==> config.mk <==
export PLATFORM = sky130hd
export DESIGN_NAME = first_free_seat_allocator
export DESIGN_NICKNAME = d
export VERILOG_FILES = /design/src/hdl/ffsa_pkg.sv /design/src/hdl/ffsa_ctrl.sv /design/src/hdl/ffsa_datapath.sv /design/src/hdl/first_free_seat_allocator.sv
export SDC_FILE = /design/constraint.sdc
export NUM_CORES = 1
export LEC_CHECK = 0
export ABC_CLOCK_PERIOD_IN_PS = 11000
export BUFFER_PORTS_ARGS = -buffer_cell sky130_fd_sc_hd__buf_2
export CELL_PAD_IN_SITES_DETAIL_PLACEMENT = 0
export CELL_PAD_IN_SITES_GLOBAL_PLACEMENT = 1
export CORE_AREA = 4 4 185 151
export CTS_CLUSTER_DIAMETER = 60
export DETAILED_ROUTE_END_ITERATION = 16
export DIE_AREA = 0 0 189 155
export PLACE_DENSITY_LB_ADDON = 0.1
export SLEW_MARGIN = 20
export SYNTH_ARGS = -nofsm -noshare
export SYNTH_HDL_FRONTEND = slang
export SYNTH_SLANG_ARGS = --single-unit
==> constraint.sdc <==
create_clock -name i_clk -period 11 [get_ports i_clk]
set_input_delay 1.65 -clock i_clk [delete_from_list [all_inputs] [get_ports i_clk]]
set_output_delay 1.65 -clock i_clk [all_outputs]
set_load 0.005 [all_outputs]
==> src/hdl/ffsa_pkg.sv <==
`default_nettype none

package ffsa_pkg;

    localparam logic OP_ALLOCATE = 1'b0;
    localparam logic OP_FREE     = 1'b1;

    localparam logic [1:0] STATUS_ALLOCATED = 2'd0;
    localparam logic [1:0] STATUS_NONE_FREE = 2'd1;
    localparam logic [1:0] STATUS_FREED     = 2'd2;
    localparam logic [1:0] STATUS_INVALID   = 2'd3;

    localparam int CFG_IDX_W  = 1;
    localparam int CFG_DATA_W = 5;

    localparam logic [CFG_IDX_W-1:0] REG_ROWS_IN_USE = 1'd0;
    localparam logic [CFG_IDX_W-1:0] REG_COLS_IN_USE = 1'd1;

    localparam logic [CFG_DATA_W-1:0] ROWS_RESET = 5'd16;
    localparam logic [CFG_DATA_W-1:0] COLS_RESET = 5'd16;

    // counts wide enough for up to 511 rows and 127 columns
    localparam int ROW_CNT_W = 9;
    localparam int COL_CNT_W = 7;

    typedef struct packed {
        logic       operation;
        logic [3:0] seat_row;
        logic [3:0] seat_col;
    } t_in_item;

    typedef struct packed {
        logic [1:0] status;
        logic [3:0] got_row;
        logic [3:0] got_col;
    } t_out_item;

    typedef struct packed {
        logic load;
        logic scan_next;
        logic commit_alloc;
        logic commit_free;
        logic emit_none;
    } t_dp_cmd;

    typedef struct packed {
        logic grid_empty;
        logic found;
        logic last_row;
    } t_dp_status;

endpackage

`default_nettype wire

==> src/hdl/ffsa_ctrl.sv <==
`default_nettype none

module ffsa_ctrl
    import ffsa_pkg::*;
(
    input  wire logic       i_clk,
    input  wire logic       i_rst_n,
    input  wire logic       i_start,
    input  wire logic       i_operation,
    input  wire t_dp_status i_status,
    output logic            o_busy,
    output t_dp_cmd         o_cmd
);

    localparam logic [1:0] ST_IDLE  = 2'd0;
    localparam logic [1:0] ST_ALLOC = 2'd1;
    localparam logic [1:0] ST_FREE  = 2'd2;

    logic [1:0] r_state;
    logic [1:0] n_state;

    always_comb begin
        n_state = r_state;
        o_cmd   = '0;
        unique case (r_state)
            ST_IDLE: begin
                if (i_start) begin
                    o_cmd.load = 1'b1;
                    if (i_operation == OP_FREE) begin
                        n_state = ST_FREE;
                    end else if (i_status.grid_empty) begin
                        o_cmd.emit_none = 1'b1;
                    end else begin
                        n_state = ST_ALLOC;
                    end
                end
            end
            ST_ALLOC: begin
                if (i_status.found) begin
                    o_cmd.commit_alloc = 1'b1;
                    n_state            = ST_IDLE;
                end else if (i_status.last_row) begin
                    o_cmd.emit_none = 1'b1;
                    n_state         = ST_IDLE;
                end else begin
                    o_cmd.scan_next = 1'b1;
                end
            end
            ST_FREE: begin
                o_cmd.commit_free = 1'b1;
                n_state           = ST_IDLE;
            end
            default: begin
                n_state = ST_IDLE;
            end
        endcase
    end

    always_ff @(posedge i_clk) begin
        if (!i_rst_n) begin
            r_state <= ST_IDLE;
        end else begin
            r_state <= n_state;
        end
    end

    assign o_busy = (r_state != ST_IDLE);

endmodule

`default_nettype wire

==> src/hdl/ffsa_datapath.sv <==
`default_nettype none

module ffsa_datapath
    import ffsa_pkg::*;
#(
    parameter int MAX_ROWS = 16,
    parameter int MAX_COLS = 16
) (
    input  wire logic                  i_clk,
    input  wire logic                  i_rst_n,
    input  wire t_in_item              i_in,
    input  wire logic [CFG_DATA_W-1:0] i_rows,
    input  wire logic [CFG_DATA_W-1:0] i_cols,
    input  wire t_dp_cmd               i_cmd,
    output t_dp_status                 o_status,
    output logic                       o_result_valid,
    output t_out_item                  o_result
);

    localparam int RW = (MAX_ROWS > 1) ? $clog2(MAX_ROWS) : 1;
    localparam int CW = (MAX_COLS > 1) ? $clog2(MAX_COLS) : 1;

    logic [MAX_COLS-1:0] mem [MAX_ROWS];
    logic [MAX_ROWS-1:0] r_row_vld;
    logic [MAX_COLS-1:0] r_rd_data;
    logic                r_rd_vld;
    logic [RW-1:0]       r_chk_row;
    logic [3:0]          r_seat_row;
    logic [3:0]          r_seat_col;
    logic                r_result_valid;
    t_out_item           r_result;

    logic [ROW_CNT_W-1:0] nr;
    logic [COL_CNT_W-1:0] nc;
    logic [MAX_COLS-1:0]  rd_word;
    logic [MAX_COLS-1:0]  col_mask;
    logic [MAX_COLS-1:0]  taken;
    logic                 found;
    logic [CW-1:0]        first;
    logic [CW-1:0]        seat_col_idx;
    logic                 free_hit;
    logic                 rd_en;
    logic [RW-1:0]        rd_addr;
    logic                 wr_en;
    logic [MAX_COLS-1:0]  wr_word;

    assign nr = (ROW_CNT_W'(i_rows) > ROW_CNT_W'(MAX_ROWS)) ? ROW_CNT_W'(MAX_ROWS)
                                                             : ROW_CNT_W'(i_rows);
    assign nc = (COL_CNT_W'(i_cols) > COL_CNT_W'(MAX_COLS)) ? COL_CNT_W'(MAX_COLS)
                                                             : COL_CNT_W'(i_cols);

    assign rd_word = r_rd_vld ? r_rd_data : '0;

    always_comb begin
        for (int j = 0; j < MAX_COLS; j++) begin
            col_mask[j] = (COL_CNT_W'(j) < nc);
        end
    end

    assign taken = rd_word | ~col_mask;

    // first free column, lowest index wins
    always_comb begin
        found = 1'b0;
        first = '0;
        for (int j = MAX_COLS - 1; j >= 0; j--) begin
            if (!taken[j]) begin
                found = 1'b1;
                first = CW'(j);
            end
        end
    end

    assign seat_col_idx = CW'(r_seat_col);
    assign free_hit     = (ROW_CNT_W'(r_seat_row) < nr) && (COL_CNT_W'(r_seat_col) < nc)
                          && rd_word[seat_col_idx];

    assign o_status.grid_empty = (nr == '0) || (nc == '0);
    assign o_status.found      = found;
    assign o_status.last_row   = ((ROW_CNT_W'(r_chk_row) + ROW_CNT_W'(1)) == nr);

    assign rd_en   = i_cmd.load | i_cmd.scan_next;
    assign rd_addr = i_cmd.scan_next           ? r_chk_row + RW'(1) :
                     (i_in.operation == OP_FREE) ? RW'(i_in.seat_row) : '0;

    assign wr_en   = i_cmd.commit_alloc | (i_cmd.commit_free & free_hit);
    assign wr_word = i_cmd.commit_alloc ? (rd_word | (MAX_COLS'(1) << first))
                                        : (rd_word & ~(MAX_COLS'(1) << seat_col_idx));

    always_ff @(posedge i_clk) begin
        if (wr_en) begin
            mem[r_chk_row] <= wr_word;
        end
    end

    always_ff @(posedge i_clk) begin
        if (rd_en) begin
            r_rd_data <= mem[rd_addr];
        end
    end

    always_ff @(posedge i_clk) begin
        if (!i_rst_n) begin
            r_row_vld <= '0;
            r_rd_vld  <= 1'b0;
        end else begin
            if (wr_en) begin
                r_row_vld[r_chk_row] <= 1'b1;
            end
            if (rd_en) begin
                r_rd_vld <= r_row_vld[rd_addr];
            end
        end
    end

    always_ff @(posedge i_clk) begin
        if (rd_en) begin
            r_chk_row <= rd_addr;
        end
        if (i_cmd.load) begin
            r_seat_row <= i_in.seat_row;
            r_seat_col <= i_in.seat_col;
        end
    end

    always_ff @(posedge i_clk) begin
        if (!i_rst_n) begin
            r_result_valid <= 1'b0;
        end else begin
            r_result_valid <= i_cmd.commit_alloc | i_cmd.commit_free | i_cmd.emit_none;
        end
    end

    always_ff @(posedge i_clk) begin
        if (i_cmd.commit_alloc) begin
            r_result.status  <= STATUS_ALLOCATED;
            r_result.got_row <= 4'(r_chk_row);
            r_result.got_col <= 4'(first);
        end else if (i_cmd.commit_free) begin
            r_result.status  <= free_hit ? STATUS_FREED : STATUS_INVALID;
            r_result.got_row <= '0;
            r_result.got_col <= '0;
        end else if (i_cmd.emit_none) begin
            r_result.status  <= STATUS_NONE_FREE;
            r_result.got_row <= '0;
            r_result.got_col <= '0;
        end
    end

    assign o_result_valid = r_result_valid;
    assign o_result       = r_result;

endmodule

`default_nettype wire

==> src/hdl/first_free_seat_allocator.sv <==
`default_nettype none

// First-fit seat allocator over an occupancy bitmap of MAX_ROWS x MAX_COLS seats.
// Input: an item is taken at a clock edge with i_start high and o_busy low.
//   operation allocate finds the first free seat in row-major order inside the
//   rows_in_use x cols_in_use grid; operation free clears the named seat.
// Output: o_result_valid pulses for one cycle with o_result; the receiver cannot
//   stall, so the result must be captured in that cycle.
// Sequence: free reads the named row, then commits in the FREE state. Allocate reads one bitmap
//   row per cycle from the row memory and runs a find-first-zero over it, scanning
//   at most the active rows; an empty grid answers from idle, its result registered
//   in the cycle after acceptance. o_busy is high while an item is in
//   work; a new item may be started in the cycle its predecessor's result shows.
// Configuration: i_cfg_index 0 is rows_in_use, 1 is cols_in_use, both reset to 16
//   and clamped to MAX_ROWS / MAX_COLS. o_cfg_ready is always high; write only
//   while o_busy is low.
// Reset: all seats free (per-row valid bits cleared at once), no result pending.
module first_free_seat_allocator
    import ffsa_pkg::*;
#(
    parameter int MAX_ROWS = 16,
    parameter int MAX_COLS = 16
) (
    input  wire logic                  i_clk,
    input  wire logic                  i_rst_n,
    input  wire logic                  i_start,
    output logic                       o_busy,
    input  wire t_in_item              i_in,
    output logic                       o_result_valid,
    output t_out_item                  o_result,
    input  wire logic                  i_cfg_valid,
    output logic                       o_cfg_ready,
    input  wire logic [CFG_IDX_W-1:0]  i_cfg_index,
    input  wire logic [CFG_DATA_W-1:0] i_cfg_data
);

    logic [CFG_DATA_W-1:0] r_rows;
    logic [CFG_DATA_W-1:0] r_cols;
    t_dp_cmd               cmd;
    t_dp_status            status;
    logic                  busy;

    assign o_cfg_ready = 1'b1;

    always_ff @(posedge i_clk) begin
        if (!i_rst_n) begin
            r_rows <= ROWS_RESET;
            r_cols <= COLS_RESET;
        end else if (i_cfg_valid) begin
            unique case (i_cfg_index)
                REG_ROWS_IN_USE: r_rows <= i_cfg_data;
                REG_COLS_IN_USE: r_cols <= i_cfg_data;
                default: begin
                end
            endcase
        end
    end

    ffsa_ctrl u_ctrl (
        .i_clk       (i_clk),
        .i_rst_n     (i_rst_n),
        .i_start     (i_start),
        .i_operation (i_in.operation),
        .i_status    (status),
        .o_busy      (busy),
        .o_cmd       (cmd)
    );

    ffsa_datapath #(
        .MAX_ROWS (MAX_ROWS),
        .MAX_COLS (MAX_COLS)
    ) u_datapath (
        .i_clk          (i_clk),
        .i_rst_n        (i_rst_n),
        .i_in           (i_in),
        .i_rows         (r_rows),
        .i_cols         (r_cols),
        .i_cmd          (cmd),
        .o_status       (status),
        .o_result_valid (o_result_valid),
        .o_result       (o_result)
    );

    assign o_busy = busy;

endmodule

`default_nettype wire
Word-level counts from Yosys, hierarchy flattened
Memories as Yosys holds them, arrays and structs flattened. A register that Yosys moved wholly into a read port is not among the register bits.
Cells that the tools add are included.
Widths: inputs -> output; s select.
- add/subtract/negate cells: 2
- order comparisons: 24
- equal/unequal tests: 6
- shift-type cells: 2
- muxes and demuxes: 69
- bitwise operators: 12
- reductions and logical operators: 13
- operators with widths (operator ; number):
    $mux 4 ; 18
    $lt 4x7->1 const A ; 8
    $or 16x16->16 ; 3
    $mux 1 ; 33
    $mux 16 ; 2
    $not 16->16 ; 2
    $shl 1x4->16 const A ; 2
    $lt 3x7->1 const A ; 4
    $mux 10 ; 2
    $and 16x16->16 ; 1
    $lt 4x5->1 const B ; 3
    $lt 1x7->1 const A ; 2
    $lt 2x7->1 const A ; 2
    $mux 2 ; 6
    $gt 5x5->1 const B ; 2
    $mux 5 ; 2
    $eq 9x9->1 ; 1
    $logic_not 9->1 ; 1
    $lt 4x9->1 ; 1
    $bmux 1 s4 ; 2
    $mux 8 ; 1
    $logic_not 7->1 ; 1
    $lt 4x7->1 ; 1
    $add 4x1->5 const B ; 1
    other kinds (20) ; 27
- register bits after elaboration: 52
- RAM bits: 256
- bits of input ports: 19
- output and inout port bits: 13
- word-level logic and storage cells: 141
- memories kept: 1
- memory list (memory ; depth ; bits a word ; rd ports ; clocked after memory_dff ; write ports ; RTL line ; text):
    u_datapath.mem ; 16 ; 16 ; 1 ; 1 ; 1 ; ffsa_datapath.sv:23 ; logic [MAX_COLS-1:0] mem [MAX_ROWS];

Logic depth before layout (Yosys ltp)
Gate-level depths: netlist of run 1.
- word-level depth: 26
- mapped depth: 16
- mapped depth without buffers: 12

Cells and area by module
Synthesis of run 1 repeated with hierarchy kept, for this count alone.
- cell total of the unflattened synthesis: 1153
- area, all modules: 14127.3 sq um
- modules (own cells, without submodules) (module ; times used ; cells an instance ; area each (sq um)):
    ffsa_datapath ; 1 ; 1097 ; 13550.5
    first_free_seat_allocator ; 1 ; 43 ; 425.4
    ffsa_ctrl ; 1 ; 13 ; 151.4

Least setup slack after synthesis of run 1
OpenSTA, ideal clock, no wires.
- kind: input-to-reg
- from: input port i_in[8] (netlist bit)
- to: register u_datapath.r_rd_data[10] (read register of u_datapath.mem), data pin
- library setup time: 272 ps
- arrival time: 3389 ps
- slack: 7339 ps
- stages: 8
- path buffers: 4
- path through: clkbuf_1 > and2_1 > mux2i_1 > buf_2 > buf_2 > clkbuf_1 > a211oi_1 > or4_1
- word-level cells in the longest chain between the ends: 2
- RTL lines (item ; RTL line ; text):
    start: declaration ; first_free_seat_allocator.sv:28 ; input wire t_in_item i_in,
    $mux 4 ; ffsa_datapath.sv:84 ; (i_in.operation == OP_FREE) ? RW'(i_in.seat_row) : '0;
    $mux 4 ; ffsa_datapath.sv:83 ; assign rd_addr = i_cmd.scan_next ? r_chk_row + RW'(1) :
    end: declaration ; ffsa_datapath.sv:25 ; logic [MAX_COLS-1:0] r_rd_data;
Every way passes these cells.
A chain may end at the register's enable or synchronous reset.

Final worst setup path of run 1
- from: register u_datapath.r_rd_vld
- to: register u_datapath.r_rd_data[5] (read register of u_datapath.mem), data pin
- word-level cells in the longest chain between the ends: 21
- elaborated cells on any way between the ends: 22
- RTL lines (item ; RTL line ; text):
    start: declaration ; ffsa_datapath.sv:26 ; logic r_rd_vld;
    start signal: assignment ; ffsa_datapath.sv:111 ; r_rd_vld <= r_row_vld[rd_addr];
    $mux 16 (*) ; ffsa_datapath.sv:52 ; assign rd_word = r_rd_vld ? r_rd_data : '0;
    $or 16x16->16 (*) ; ffsa_datapath.sv:60 ; assign taken = rd_word | ~col_mask;
    $mux 1 (15 in a row) ; ffsa_datapath.sv:67 ; if (!taken[j]) begin
    $mux 1 (*) ; ffsa_datapath.sv:67 ;
    $mux 1 (*) ; ffsa_ctrl.sv:39 ; if (i_status.found) begin
    $mux 2 (*) ; ffsa_ctrl.sv:25 ; unique case (r_state)
    $mux 4 or $or 1x1->1 (tied branches) ; ffsa_datapath.sv:83, ffsa_datapath.sv:82 ;
Every way passes the cells marked *; elsewhere a longest branch is shown, timed or not.

==> metrics, run 1 <==
status=complete, no violations; first-pass GRT wire length=54.81 mm; DP HPWL=22.05 mm; Cell Count, Final, Fillers Out=1431; most frequent cells after synthesis=292 x edfxtp_1, 132 x a211oi_1, 70 x mux2i_1; Syn Area/Cell=13.92 um2; Setup TNS=0 ns; Power Density=168.2 mW/mm2; Post-synth top flop=edfxtp_1; top cells by area, synth=edfxtp_1 62%, a211oi_1 7.0%, mux2i_1 4.9%; synthesis-to-layout area growth=11.18%; Cell Area, Synth=0.01425 mm2; crit share post-route=53.63%; share of cells above drive strength 1=13.69%; Clock Skew=0.02461 ns; Ports=32; CP Data Required Time=11.25 ns; die area=0.02930 mm2; top-area cell type share of the netlist area=61.52%; static leakage=5.692 nW; Hold Fails Final Rpt=0; vias=8990; syn nets=1053; Min-Delay Path Class=register to register; crit path DAT=6.15 ns; routability congestion estimate=0.8909; switching power=0.0006019 W; final max-slew violation count=0; Syn Inst Count=1024; largest net degree at the start of global routing=89; PortBufs=30; Int Pwr=0.002063 W; Finished Core Util=60.80%; Fmax=169.5 MHz; sw frac=22.59%; Sequential Power Share=52.5%; Total GRT Usage=24.90%; Clock power frac=40.7%; antenna violations before repair=0; Setup Fix Bufs, Post-CTS=0; placed cell count=1373; die width=189 um; CTS Hold Buffers Added=0; CTS buffer count=34; DR iter-0 viols=945; number of global-route vias before repair=8503; nets=1082; cell taking the most area after synthesis=edfxtp_1; drt total wl=36.49 mm; clk root buf=clkbuf_16; Setup crit start kind=register; via/cell ratio=6.282; Max VDD drop=0.1338 mV; Distinct cells, synth=78; count leader, synth=edfxtp_1; Post-synth ARST share=0%; die height=155 um; CTS tree=done; # Max-Cap Violations=0; clk sink count=324; post-synthesis sequential area ratio=66.02%; antenna diode count=0; Tightest Pin Transition=1.198 ns; setup violation total in the final timing report=0; crit end category=register; Final min period=5.899 ns; clock transition at the registers of the reported paths=0.06 ns; final antenna-violating net count=0; drt wl/cell=25.50 um; clk buf depth=3; gr ovfl total=0; synth warn=0; DRC=0; First-pass DRT Iterations=5; post-cts resize count=0; Initial Util=54.69%; headroom to the max-slew limit=20.14%; Core Area=0.02606 mm2; Logic pwr share=6.8%; EDFF count, synth=292; critical path class=register to register; H-Tree Level Count=2; Cell Rows=53; Seq cells post-synth=324; unrepaired setup endpoints after global routing=false; Clk Latency, worst-skew pair=0.53 ns; Crit Path Max Fanout=67
## state kept, by name, summed over array words and instances (netlist names)
name / cells
r_cols: 5
r_rows: 5
u_ctrl.r_state: 2
u_datapath.mem: 256
u_datapath.o_result: 10
u_datapath.o_result_valid: 1
u_datapath.r_chk_row: 4
u_datapath.r_rd_data: 16
u_datapath.r_rd_vld: 1
u_datapath.r_row_vld: 16
u_datapath.r_seat_col: 4
u_datapath.r_seat_row: 4
## cells by family (layout without fill, tap and decap cells)
| family | after synthesis | after routing | share of synthesized area (%) |
|---|---|---|---|
| XOR/XNOR | 5 | 5 | 0.3600 |
| AND/OR/NAND/NOR | 254 | 254 | 10.61 |
| flip-flops | 324 | 324 | 66.02 |
| multiplexers | 72 | 72 | 5.232 |
| buffers and inverters | 88 | 138 | 3.116 |
| adder cells (fa/ha/maj) | 10 | 10 | 0.8779 |
| AO/OA/AOI/OAI | 270 | 270 | 13.76 |
| other | 1 | 1 | 0.02631 |
## metal layers
layer / share of wire [%] / global-route usage [%] / vias to the layer above
met5: 0 / 0 / -
met4: 1.6 / 5.550 / 0
met3: 6.9 / 4.083 / 46
met2: 44 / 37.03 / 309
met1: 47 / 38.93 / 4505
li1: - / - / 4130
## path summary, 6_finish.rpt
kind,from,to,slack [ns],cells after the start
worst min-delay path,u_datapath.r_row_vld[5],u_datapath.r_row_vld[5],0.46,1
worst min register to register,u_datapath.r_row_vld[5],u_datapath.r_row_vld[5],0.46,1
worst max register to register,u_datapath.r_rd_vld,u_datapath.r_rd_data[5],5.10,12
worst max-delay path,u_datapath.r_rd_vld,u_datapath.r_rd_data[5],5.10,12
## worst max-delay path: stages (launching register included)
cell      delay (ns)
dfxtp_1         0.95
nand2_1         0.35
o21ai_0         0.40
a21boi_1        0.51
nand4_4         0.27
o211ai_4        0.22
buf_4           0.56
and2_4          0.50
inv_2           0.35
buf_4           0.39
a211oi_1        0.40
a211oi_1        0.09
or4_1           0.52
## power by group through the flow
stage,Clock [W],Sequential (W),Combinational [W]
floorplan,0,0.00141,0.000129
global placement,0,0.00142,0.000178
detailed placement,0,0.00142,0.000180
CTS,0.00110,0.00140,0.000180
global route,0.00116,0.00140,0.000199
finish,0.00108,0.00140,0.000182
## final cells by class
type / instances / area (um2)
clock buffer: 43 / 905.9
clock inverter: 14 / 121.4
fill: 2016 / 10220
inverter: 18 / 67.56
multi-input combinational: 612 / 4469
sequential: 324 / 9409
tap: 357 / 446.7
timing repair buffer: 63 / 425.4
## cells in the final DEF (no fill, tap or decap), types with 5 or more instances in the layout
| cell | Yosys | final |
|---|---|---|
| buf_4 | 3 | 31 |
| o211ai_1 | 12 | 12 |
| clkbuf_1 | 39 | 8 |
| nand3_1 | 25 | 25 |
| and3_1 | 68 | 68 |
| buf_2 | 14 | 30 |
| a211oi_1 | 132 | 132 |
| inv_1 | 17 | 16 |
| a21o_1 | 6 | 6 |
| ha_1 | 10 | 10 |
| dfxtp_1 | 32 | 32 |
| nand2b_1 | 19 | 18 |
| nor2b_1 | 7 | 6 |
| o21a_1 | 16 | 16 |
| nor3_1 | 6 | 6 |
| o22ai_1 | 6 | 5 |
| nor2_1 | 26 | 22 |
| and2_1 | 20 | 17 |
| o2bb2ai_1 | 5 | 5 |
| mux2i_1 | 70 | 69 |
| a21oi_1 | 18 | 18 |
| edfxtp_1 | 292 | 292 |
| clkinv_2 | 0 | 5 |
| o21ai_0 | 32 | 32 |
| nand2_1 | 35 | 35 |
| clkbuf_16 | 0 | 35 |
| or4_1 | 16 | 16 |
| clkinv_1 | 0 | 6 |
| nor2_2 | 1 | 5 |
## through the flow
step	setup slack, ns	total power, W	area [um2]	hold WS [ns]
2_1_floorplan	7.339	0.001535	14250	0.4325
3_3_place_gp	5.422	0.001602	14750	0.4410
3_5_place_dp	5.304	0.001604	14780	0.4507
4_1_cts	5.273	0.002682	15810	0.4672
5_1_grt	4.763	0.002757	15850	0.4832
6_report	5.101	0.002665	15850	0.4650
No activity file was read; power rests on OpenSTA's default activity.
==> inputs of run 2 (changes only) <==
--- a/config.mk
+++ b/config.mk
@@ -5,14 +5,14 @@
 export SDC_FILE = /design/constraint.sdc
 export NUM_CORES = 1
 export LEC_CHECK = 0
-export ABC_CLOCK_PERIOD_IN_PS = 11000
+export ABC_CLOCK_PERIOD_IN_PS = 6100
 export BUFFER_PORTS_ARGS = -buffer_cell sky130_fd_sc_hd__buf_2
 export CELL_PAD_IN_SITES_DETAIL_PLACEMENT = 0
 export CELL_PAD_IN_SITES_GLOBAL_PLACEMENT = 1
-export CORE_AREA = 4 4 185 151
+export CORE_AREA = 4 4 189 154
 export CTS_CLUSTER_DIAMETER = 60
 export DETAILED_ROUTE_END_ITERATION = 16
-export DIE_AREA = 0 0 189 155
+export DIE_AREA = 0 0 193 158
 export PLACE_DENSITY_LB_ADDON = 0.1
 export SLEW_MARGIN = 20
 export SYNTH_ARGS = -nofsm -noshare
==> constraint.sdc (replaced) <==
create_clock -name i_clk -period 6.1 [get_ports i_clk]
set_input_delay 0.915 -clock i_clk [delete_from_list [all_inputs] [get_ports i_clk]]
set_output_delay 0.915 -clock i_clk [all_outputs]
set_load 0.005 [all_outputs]
==> metrics, run 2 (synthesized netlist as in run 1, its figures left out) <==
Final min period=5.005 ns (-0.8943 ns); Hold Fails Final Rpt=0 (unchanged); first-pass GRT wire length=55.40 mm (+1.1%); Max VDD drop=0.2517 mV (+88%); DP HPWL=22.79 mm (+3.4%); critical path's largest stage delay=0.95 ns (about the same); most frequent cells in the layout=292 x edfxtp_1, 132 x a211oi_1, 69 x mux2i_1, 68 x and3_1, 36 x buf_4; switching power=0.001086 W (+80%); DRC=0 (unchanged); Initial Util=52.60% (-2.1 points); GRT Max-Usage Layer=met2; die area=0.03049 mm2 (+4.1%); # Max-Cap Violations=0 (unchanged); max FFs per register=256 (unchanged); GR Util met1=37.35% (-1.6 points); final max-slew violation count=0 (unchanged); vias=9025 (+0.39%); placed instance area=0.01485 mm2 (+0.47%); die width=193 um (+2.1%); post-cts resize count=0 (unchanged); CTS tree=done; met2 usage=39.43% (+2.4 points); largest reg by FF count=u_datapath.mem; area taken by multi-input logic gates=0.004467 mm2 (about the same); min setup slack post-route=1.095 ns (-4.006 ns); Layout fillers=2152 (+6.7%); Tightest Pin Transition=1.221 ns (+0.02278 ns); sw frac=22.49% (-0.099 points); crit path DAT=5.38 ns (-0.77 ns); die height=158 um (+1.9%); Setup Fix Bufs, Post-CTS=0 (unchanged); H-Tree Level Count=2 (unchanged); drt total wl=37.71 mm (+3.4%); clk buf depth=3 (unchanged); CTS buffer count=35 (+2.9%); headroom to the max-slew limit=18.62% (-1.5 points); WP buf/inv=2 (-1); clk root buf=clkbuf_16; Setup TNS=0 ns (unchanged); Core Area=0.02709 mm2 (+4.0%); crit share post-route=82.05% (+28 points); routability congestion estimate=0.9338 (+4.8%); crit path cell chain=nand2_1 -> o21ai_0 -> a21boi_1 -> and4_4 -> nand3_2 -> and2_4 -> inv_2 -> buf_4 -> a211oi_1 -> a211oi_1 -> or4_1; Total GRT Usage=24.92% (about the same); share of cells above drive strength 1=14.09% (+0.40 points); Fmax=199.8 MHz (+18%); First-pass DRT Iterations=5 (unchanged); CTS Hold Buffers Added=0 (unchanged); Logic pwr share=7.0% (+0.2 points); nets=1088 (+0.55%); unrepaired setup endpoints after global routing=false; antenna diode count=0 (unchanged); Ports=32 (unchanged); synthesis-to-layout area growth=11.60%; Clock power frac=40.8% (about the same); Setup crit start kind=register; Cell Rows=54 (+1.9%); DR iter-0 viols=1024 (+8.4%); stages on the worst setup path=11 (-1); crit end category=register; Crit Path Max Fanout=38 (-43%); Clk Latency, worst-skew pair=0.50 ns (-0.03 ns); Finished Core Util=58.71% (-2.1 points); Power Density=303.5 mW/mm2 (+80%); via/cell ratio=6.254 (-0.45%); critical path class=register to register; drt wl/cell=26.13 um (+2.5%); Worst R2R Path Depth=11 (-1); CP top delay family=simple AND/OR/NAND/NOR gates; number of global-route vias before repair=8520 (+0.20%); static leakage=5.712 nW (+0.35%); Min-Delay Path Class=register to register; Sequential Power Share=52.2% (-0.3 points); post-route cell area=0.01591 mm2 (+0.38%); biggest regs=u_datapath.mem: 256 flops, u_datapath.r_rd_data: 16 flops, u_datapath.r_row_vld: 16 flops; CP Data Required Time=6.48 ns (-4.77 ns); met3 usage=3.593% (-0.49 points); WHS Path Cells=1 (unchanged); setup violation total in the final timing report=0 (unchanged); PortBufs=30 (unchanged); register area=0.009409 mm2 (unchanged); Clock Skew=0.01473 ns (-0.009880 ns); Slowest-stage cell, CP=dfxtp_1; final antenna-violating net count=0 (unchanged); largest net degree at the start of global routing=67 (-25%); post-placement setup slack=1.159 ns (-4.145 ns); clock transition at the registers of the reported paths=0.06 ns (about the same); clk sink count=324 (unchanged); status=complete, no violations; commonest non-fill, non-tap cell in the layout=edfxtp_1; CP dominant cell by count=a211oi_1; total design power=0.004828 W (+81%); Int Pwr=0.003742 W (+81%); antenna violations before repair=0 (unchanged); gr ovfl total=0 (unchanged)
[run 2: final cells by class]
cell class	instances	share of cell area (%)
clock buffer	46	5.829
tap	364	2.863
clock inverter	11	0.7473
timing repair buffer	68	2.895
inverter	18	0.4248
sequential	324	59.16
multi-input combinational	612	28.08
[run 2: power groups by stage]
stage          sequential, W  combinational [W]  clock, W
2_1_floorplan        0.00254           0.000233         0
3_3_place_gp         0.00257           0.000328         0
3_5_place_dp         0.00257           0.000332         0
4_1_cts              0.00252           0.000333   0.00201
5_1_grt              0.00253           0.000366   0.00210
6_report             0.00252           0.000336   0.00197
[run 2: stage by stage]
step | hold slack [ns] | instances
floorplan | 0.4325 | 1024
global placement | 0.4399 | 1385
detailed placement | 0.4458 | 1385
CTS | 0.4592 | 1442
global route | 0.4792 | 1443
finish | 0.4604 | 1443
[run 2: per-layer routing]
| metal | up-vias | routed length (um) | part of all wire (%) |
|---|---|---|---|
| li1 | 4140 | - | - |
| met1 | 4490 | 16910 | 45 |
| met2 | 344 | 17370 | 46 |
| met3 | 51 | 2774 | 7.4 |
| met4 | 0 | 652 | 1.7 |
| met5 | - | 0 | 0 |
[run 2: final timing paths]
check | startpoint | slack (ns) | end
setup / recovery | u_datapath.r_rd_vld | 1.09 | u_datapath.r_rd_data[6]
hold / removal | u_datapath.r_row_vld[8] | 0.46 | u_datapath.r_row_vld[8]
setup reg to reg | u_datapath.r_rd_vld | 1.09 | u_datapath.r_rd_data[6]
hold reg to reg | u_datapath.r_row_vld[8] | 0.46 | u_datapath.r_row_vld[8]
[run 2: worst register-to-register path, stage by stage (launching register included)]
cell and delay [ns]:
dfxtp_1 0.95, nand2_1 0.31, o21ai_0 0.36, a21boi_1 0.48, and4_4 0.35, nand3_2 0.38, and2_4 0.37, inv_2 0.62
buf_4 0.49, a211oi_1 0.14, a211oi_1 0.25, or4_1 0.18
==> inputs of run 3 (changes only) <==
--- a/config.mk
+++ b/config.mk
@@ -5,14 +5,15 @@
 export SDC_FILE = /design/constraint.sdc
 export NUM_CORES = 1
 export LEC_CHECK = 0
-export ABC_CLOCK_PERIOD_IN_PS = 6100
+export ABC_AREA = 1
+export ABC_CLOCK_PERIOD_IN_PS = 4540
 export BUFFER_PORTS_ARGS = -buffer_cell sky130_fd_sc_hd__buf_2
 export CELL_PAD_IN_SITES_DETAIL_PLACEMENT = 0
 export CELL_PAD_IN_SITES_GLOBAL_PLACEMENT = 1
-export CORE_AREA = 4 4 189 154
+export CORE_AREA = 4 4 202 165
 export CTS_CLUSTER_DIAMETER = 60
 export DETAILED_ROUTE_END_ITERATION = 16
-export DIE_AREA = 0 0 193 158
+export DIE_AREA = 0 0 206 169
 export PLACE_DENSITY_LB_ADDON = 0.1
 export SLEW_MARGIN = 20
 export SYNTH_ARGS = -nofsm -noshare
==> constraint.sdc (replaced) <==
create_clock -name i_clk -period 4.54 [get_ports i_clk]
set_input_delay 0.681 -clock i_clk [delete_from_list [all_inputs] [get_ports i_clk]]
set_output_delay 0.681 -clock i_clk [all_outputs]
set_load 0.005 [all_outputs]
==> metrics, run 3 <==
status=complete, no violations; sw frac=23.16% (+0.67 points); biggest regs=u_datapath.mem: 256 flops, u_datapath.r_rd_data: 16 flops, u_datapath.r_row_vld: 16 flops; CP Data Required Time=4.79 ns (-1.69 ns); EDFF count, synth=292 (unchanged); die area=0.03481 mm2 (+14%); crit end category=register; Post-synth ARST share=0% (unchanged); nets=1372 (+26%); gr ovfl total=0 (unchanged); Cell Area, Synth=0.01423 mm2 (-0.18%); Layout fillers=2818 (+31%); clk root buf=clkbuf_16; share of cells above drive strength 1=12.30% (-1.8 points); CTS tree=done; setup violation total in the final timing report=0 (unchanged); Clock Skew=0.007029 ns (-0.007698 ns); Clock power frac=41.9% (+1.1 points); H-Tree Level Count=2 (unchanged); Post-synth top flop=edfxtp_1; most frequent cells after synthesis=292 x edfxtp_1, 162 x nand2_1, 161 x nor2_1; met1 wire length=18.51 mm (+9.4%); PortBufs=30 (unchanged); CTS Hold Buffers Added=0 (unchanged); die height=169 um (+7.0%); largest net degree at the start of global routing=69 (+3.0%); vias=9812 (+8.7%); crit path cell chain=ha_1 -> inv_1 -> nand2_1 -> nand2_1 -> nand2_1 -> nand2_1 -> nand3_1 -> nor2_1 -> nor2_2 -> nand3_4 -> nand2_1 -> o21ai_4 -> inv_2 -> o21ai_0 -> inv_1 -> o21ai_0 -> nand3_1 -> nand2_1; Seq cells post-synth=324 (unchanged); Distinct cells, synth=40 (-49%); Crit Path Max Fanout=35 (-7.9%); Clk Latency, worst-skew pair=0.52 ns (+0.02 ns); first-pass GRT wire length=58.42 mm (+5.4%); clk buf depth=3 (unchanged); Final min period=3.812 ns (-1.193 ns); WHS Path Cells=1 (unchanged); worst flop-to-flop path startpoint=u_datapath.r_chk_row[0]; Max VDD drop=0.3240 mV (+29%); post-cts resize count=0 (unchanged); Syn Area/Cell=10.98 um2 (-21%); count leader, synth=edfxtp_1; Slowest-stage cell, CP=inv_2; Min-Delay Path Class=input pin to register; top-area cell type share of the netlist area=61.64% (+0.11 points); Total GRT Usage=22.26% (-2.7 points); DRC=0 (unchanged); Setup TNS=0 ns (unchanged); number of global-route vias before repair=9199 (+8.0%); cell taking the most area after synthesis=edfxtp_1; unrepaired setup endpoints after global routing=false; antenna diode count=0 (unchanged); Worst Hold End=u_datapath.r_seat_col[2]; final antenna-violating net count=0 (unchanged); post-synthesis sequential area ratio=66.14% (+0.12 points); antenna violations before repair=0 (unchanged); R2R setup slack=0.73 ns (-0.37 ns); via/cell ratio=5.494 (-12%); Worst R2R Path Depth=18 (+7); Int Pwr=0.005122 W (+37%); met2 routed WL=17.15 mm (-1.2%); drt total wl=38.78 mm (+2.8%); static leakage=6.013 nW (+5.3%); R2R Path End=u_datapath.r_rd_data[0]; post-placement setup slack=0.7761 ns (-0.3826 ns); Syn Inst Count=1296 (+27%); crit share post-route=83.96% (+1.9 points); DR iter-0 viols=754 (-26%); most frequent cells in the layout=292 x edfxtp_1, 162 x nand2_1, 161 x nor2_1, 144 x o21ai_0, 132 x inv_1; min setup slack post-route=0.7284 ns (-0.3666 ns); hold_sp=i_in[2]; syn nets=1325 (+26%); First-pass DRT Iterations=6 (+1); Power Density=415.4 mW/mm2 (+37%); Tightest Pin Transition=1.041 ns (-0.1795 ns); CP dominant cell by count=nand2_1; headroom to the max-slew limit=30.33% (+12 points); top cells by area, synth=edfxtp_1 62%, o21ai_0 5.1%, dfxtp_1 4.5%; drt wl/cell=21.71 um (-17%); met3 wire len=2.545 mm (-8.3%); critical path class=register to register; max FFs per register=256 (unchanged); Ports=32 (unchanged); largest reg by FF count=u_datapath.mem; CTS buffer count=34 (-2.9%); commonest non-fill, non-tap cell in the layout=edfxtp_1; Setup crit start kind=register; Sequential Power Share=50.5% (-1.7 points); Setup Fix Bufs, Post-CTS=0 (unchanged); synthesis-to-layout area growth=12.79%; Cell Rows=58 (+7.4%); synth warn=0 (unchanged); die width=206 um (+6.7%); Logic pwr share=7.6% (+0.6 points); Core Area=0.03120 mm2 (+15%); uppermost layer routed=met4; # Max-Cap Violations=0 (unchanged); critical path's largest stage delay=0.65 ns (-0.30 ns); final max-slew violation count=0 (unchanged); switching power=0.001544 W (+42%); clk sink count=324 (unchanged); Hold Fails Final Rpt=0 (unchanged); Initial Util=45.59% (-7.0 points); routability congestion estimate=0.9255 (-0.89%); Fmax=262.4 MHz (+31%); DP HPWL=22.98 mm (+0.81%); clock transition at the registers of the reported paths=0.06 ns (about the same); crit path DAT=4.06 ns (-1.32 ns)
run 3: metrics by stage:
step	total power, W	hold slack, ns	instance area, um2	instances	util, %
after global routing	0.006919	0.3221	16050	1786	51.42
after CTS	0.006723	0.3192	16040	1786	51.40
final	0.006666	0.3411	16050	1786	51.42
after floorplan	0.003745	0.4359	14230	1296	-
after global placement	0.003932	0.4453	14930	1727	47.84
after detailed placement	0.003933	0.4485	14930	1727	47.86
run 3: how the worst max path moves through the flow:
stage                       startpoint                 endpoint  slack (ns)  cells after the start
5_1_grt        u_datapath.r_chk_row[0]  u_datapath.r_rd_data[0]        0.35                     18
2_1_floorplan  u_datapath.r_chk_row[0]      u_datapath.r_rd_vld        1.64                     16
6_report       u_datapath.r_chk_row[0]  u_datapath.r_rd_data[0]        0.73                     18
3_5_place_dp   u_datapath.r_chk_row[0]  u_datapath.r_rd_data[0]        0.78                     18
4_1_cts        u_datapath.r_chk_row[0]  u_datapath.r_rd_data[0]        0.76                     18
3_3_place_gp   u_datapath.r_chk_row[0]  u_datapath.r_rd_data[0]        0.80                     18
run 3: final cells by class:
type                       instances  area (um2)  area share (%)
sequential                       324        9409           58.64
multi-input combinational        766        3939           24.55
clock buffer                      39       900.9           5.614
inverter                         143       536.8           3.345
timing repair buffer              74       530.5           3.306
tap                              420       525.5           3.275
clock inverter                    20       203.9           1.271
run 3: worst max-delay path: cells and delay by family, from the launching register on:
family | cells | cell delay [ns]
compound gates | 3 | 0.50
fa+ha+maj | 1 | 0.39
flops | 1 | 0.48
simple gates | 11 | 1.33
buf+inv | 3 | 0.85
run 3: kinds of logic (layout without fill, tap and decap cells):
kind of cell	count (synthesis)	in the layout	share of synthesized area, %
adders and majority gates	10	10	0.8795
AOI/OAI and AO/OA	325	325	13.40
DFF	324	324	66.14
buffers and inverters	206	276	6.376
other	1	1	0.02636
and+or+nand+nor	429	429	13.11
xor gates and xnor gates	1	1	0.06158
run 3: power groups by stage:
stage | Clock, W | Sequential [W] | Combinational [W]
after detailed placement | 0 | 0.00343 | 0.000502
after floorplan | 0 | 0.00340 | 0.000340
after global routing | 0.00298 | 0.00337 | 0.000565
after global placement | 0 | 0.00343 | 0.000499
final | 0.00279 | 0.00337 | 0.000504
after CTS | 0.00285 | 0.00337 | 0.000504
run 3: routing by layer:
| layer | global-route usage, % | up-vias |
|---|---|---|
| met4 | 4.251 | 0 |
| met2 | 33.52 | 304 |
| li1 | - | 4670 |
| met1 | 34.37 | 4791 |
| met3 | 3.773 | 47 |
| met5 | 0 | - |
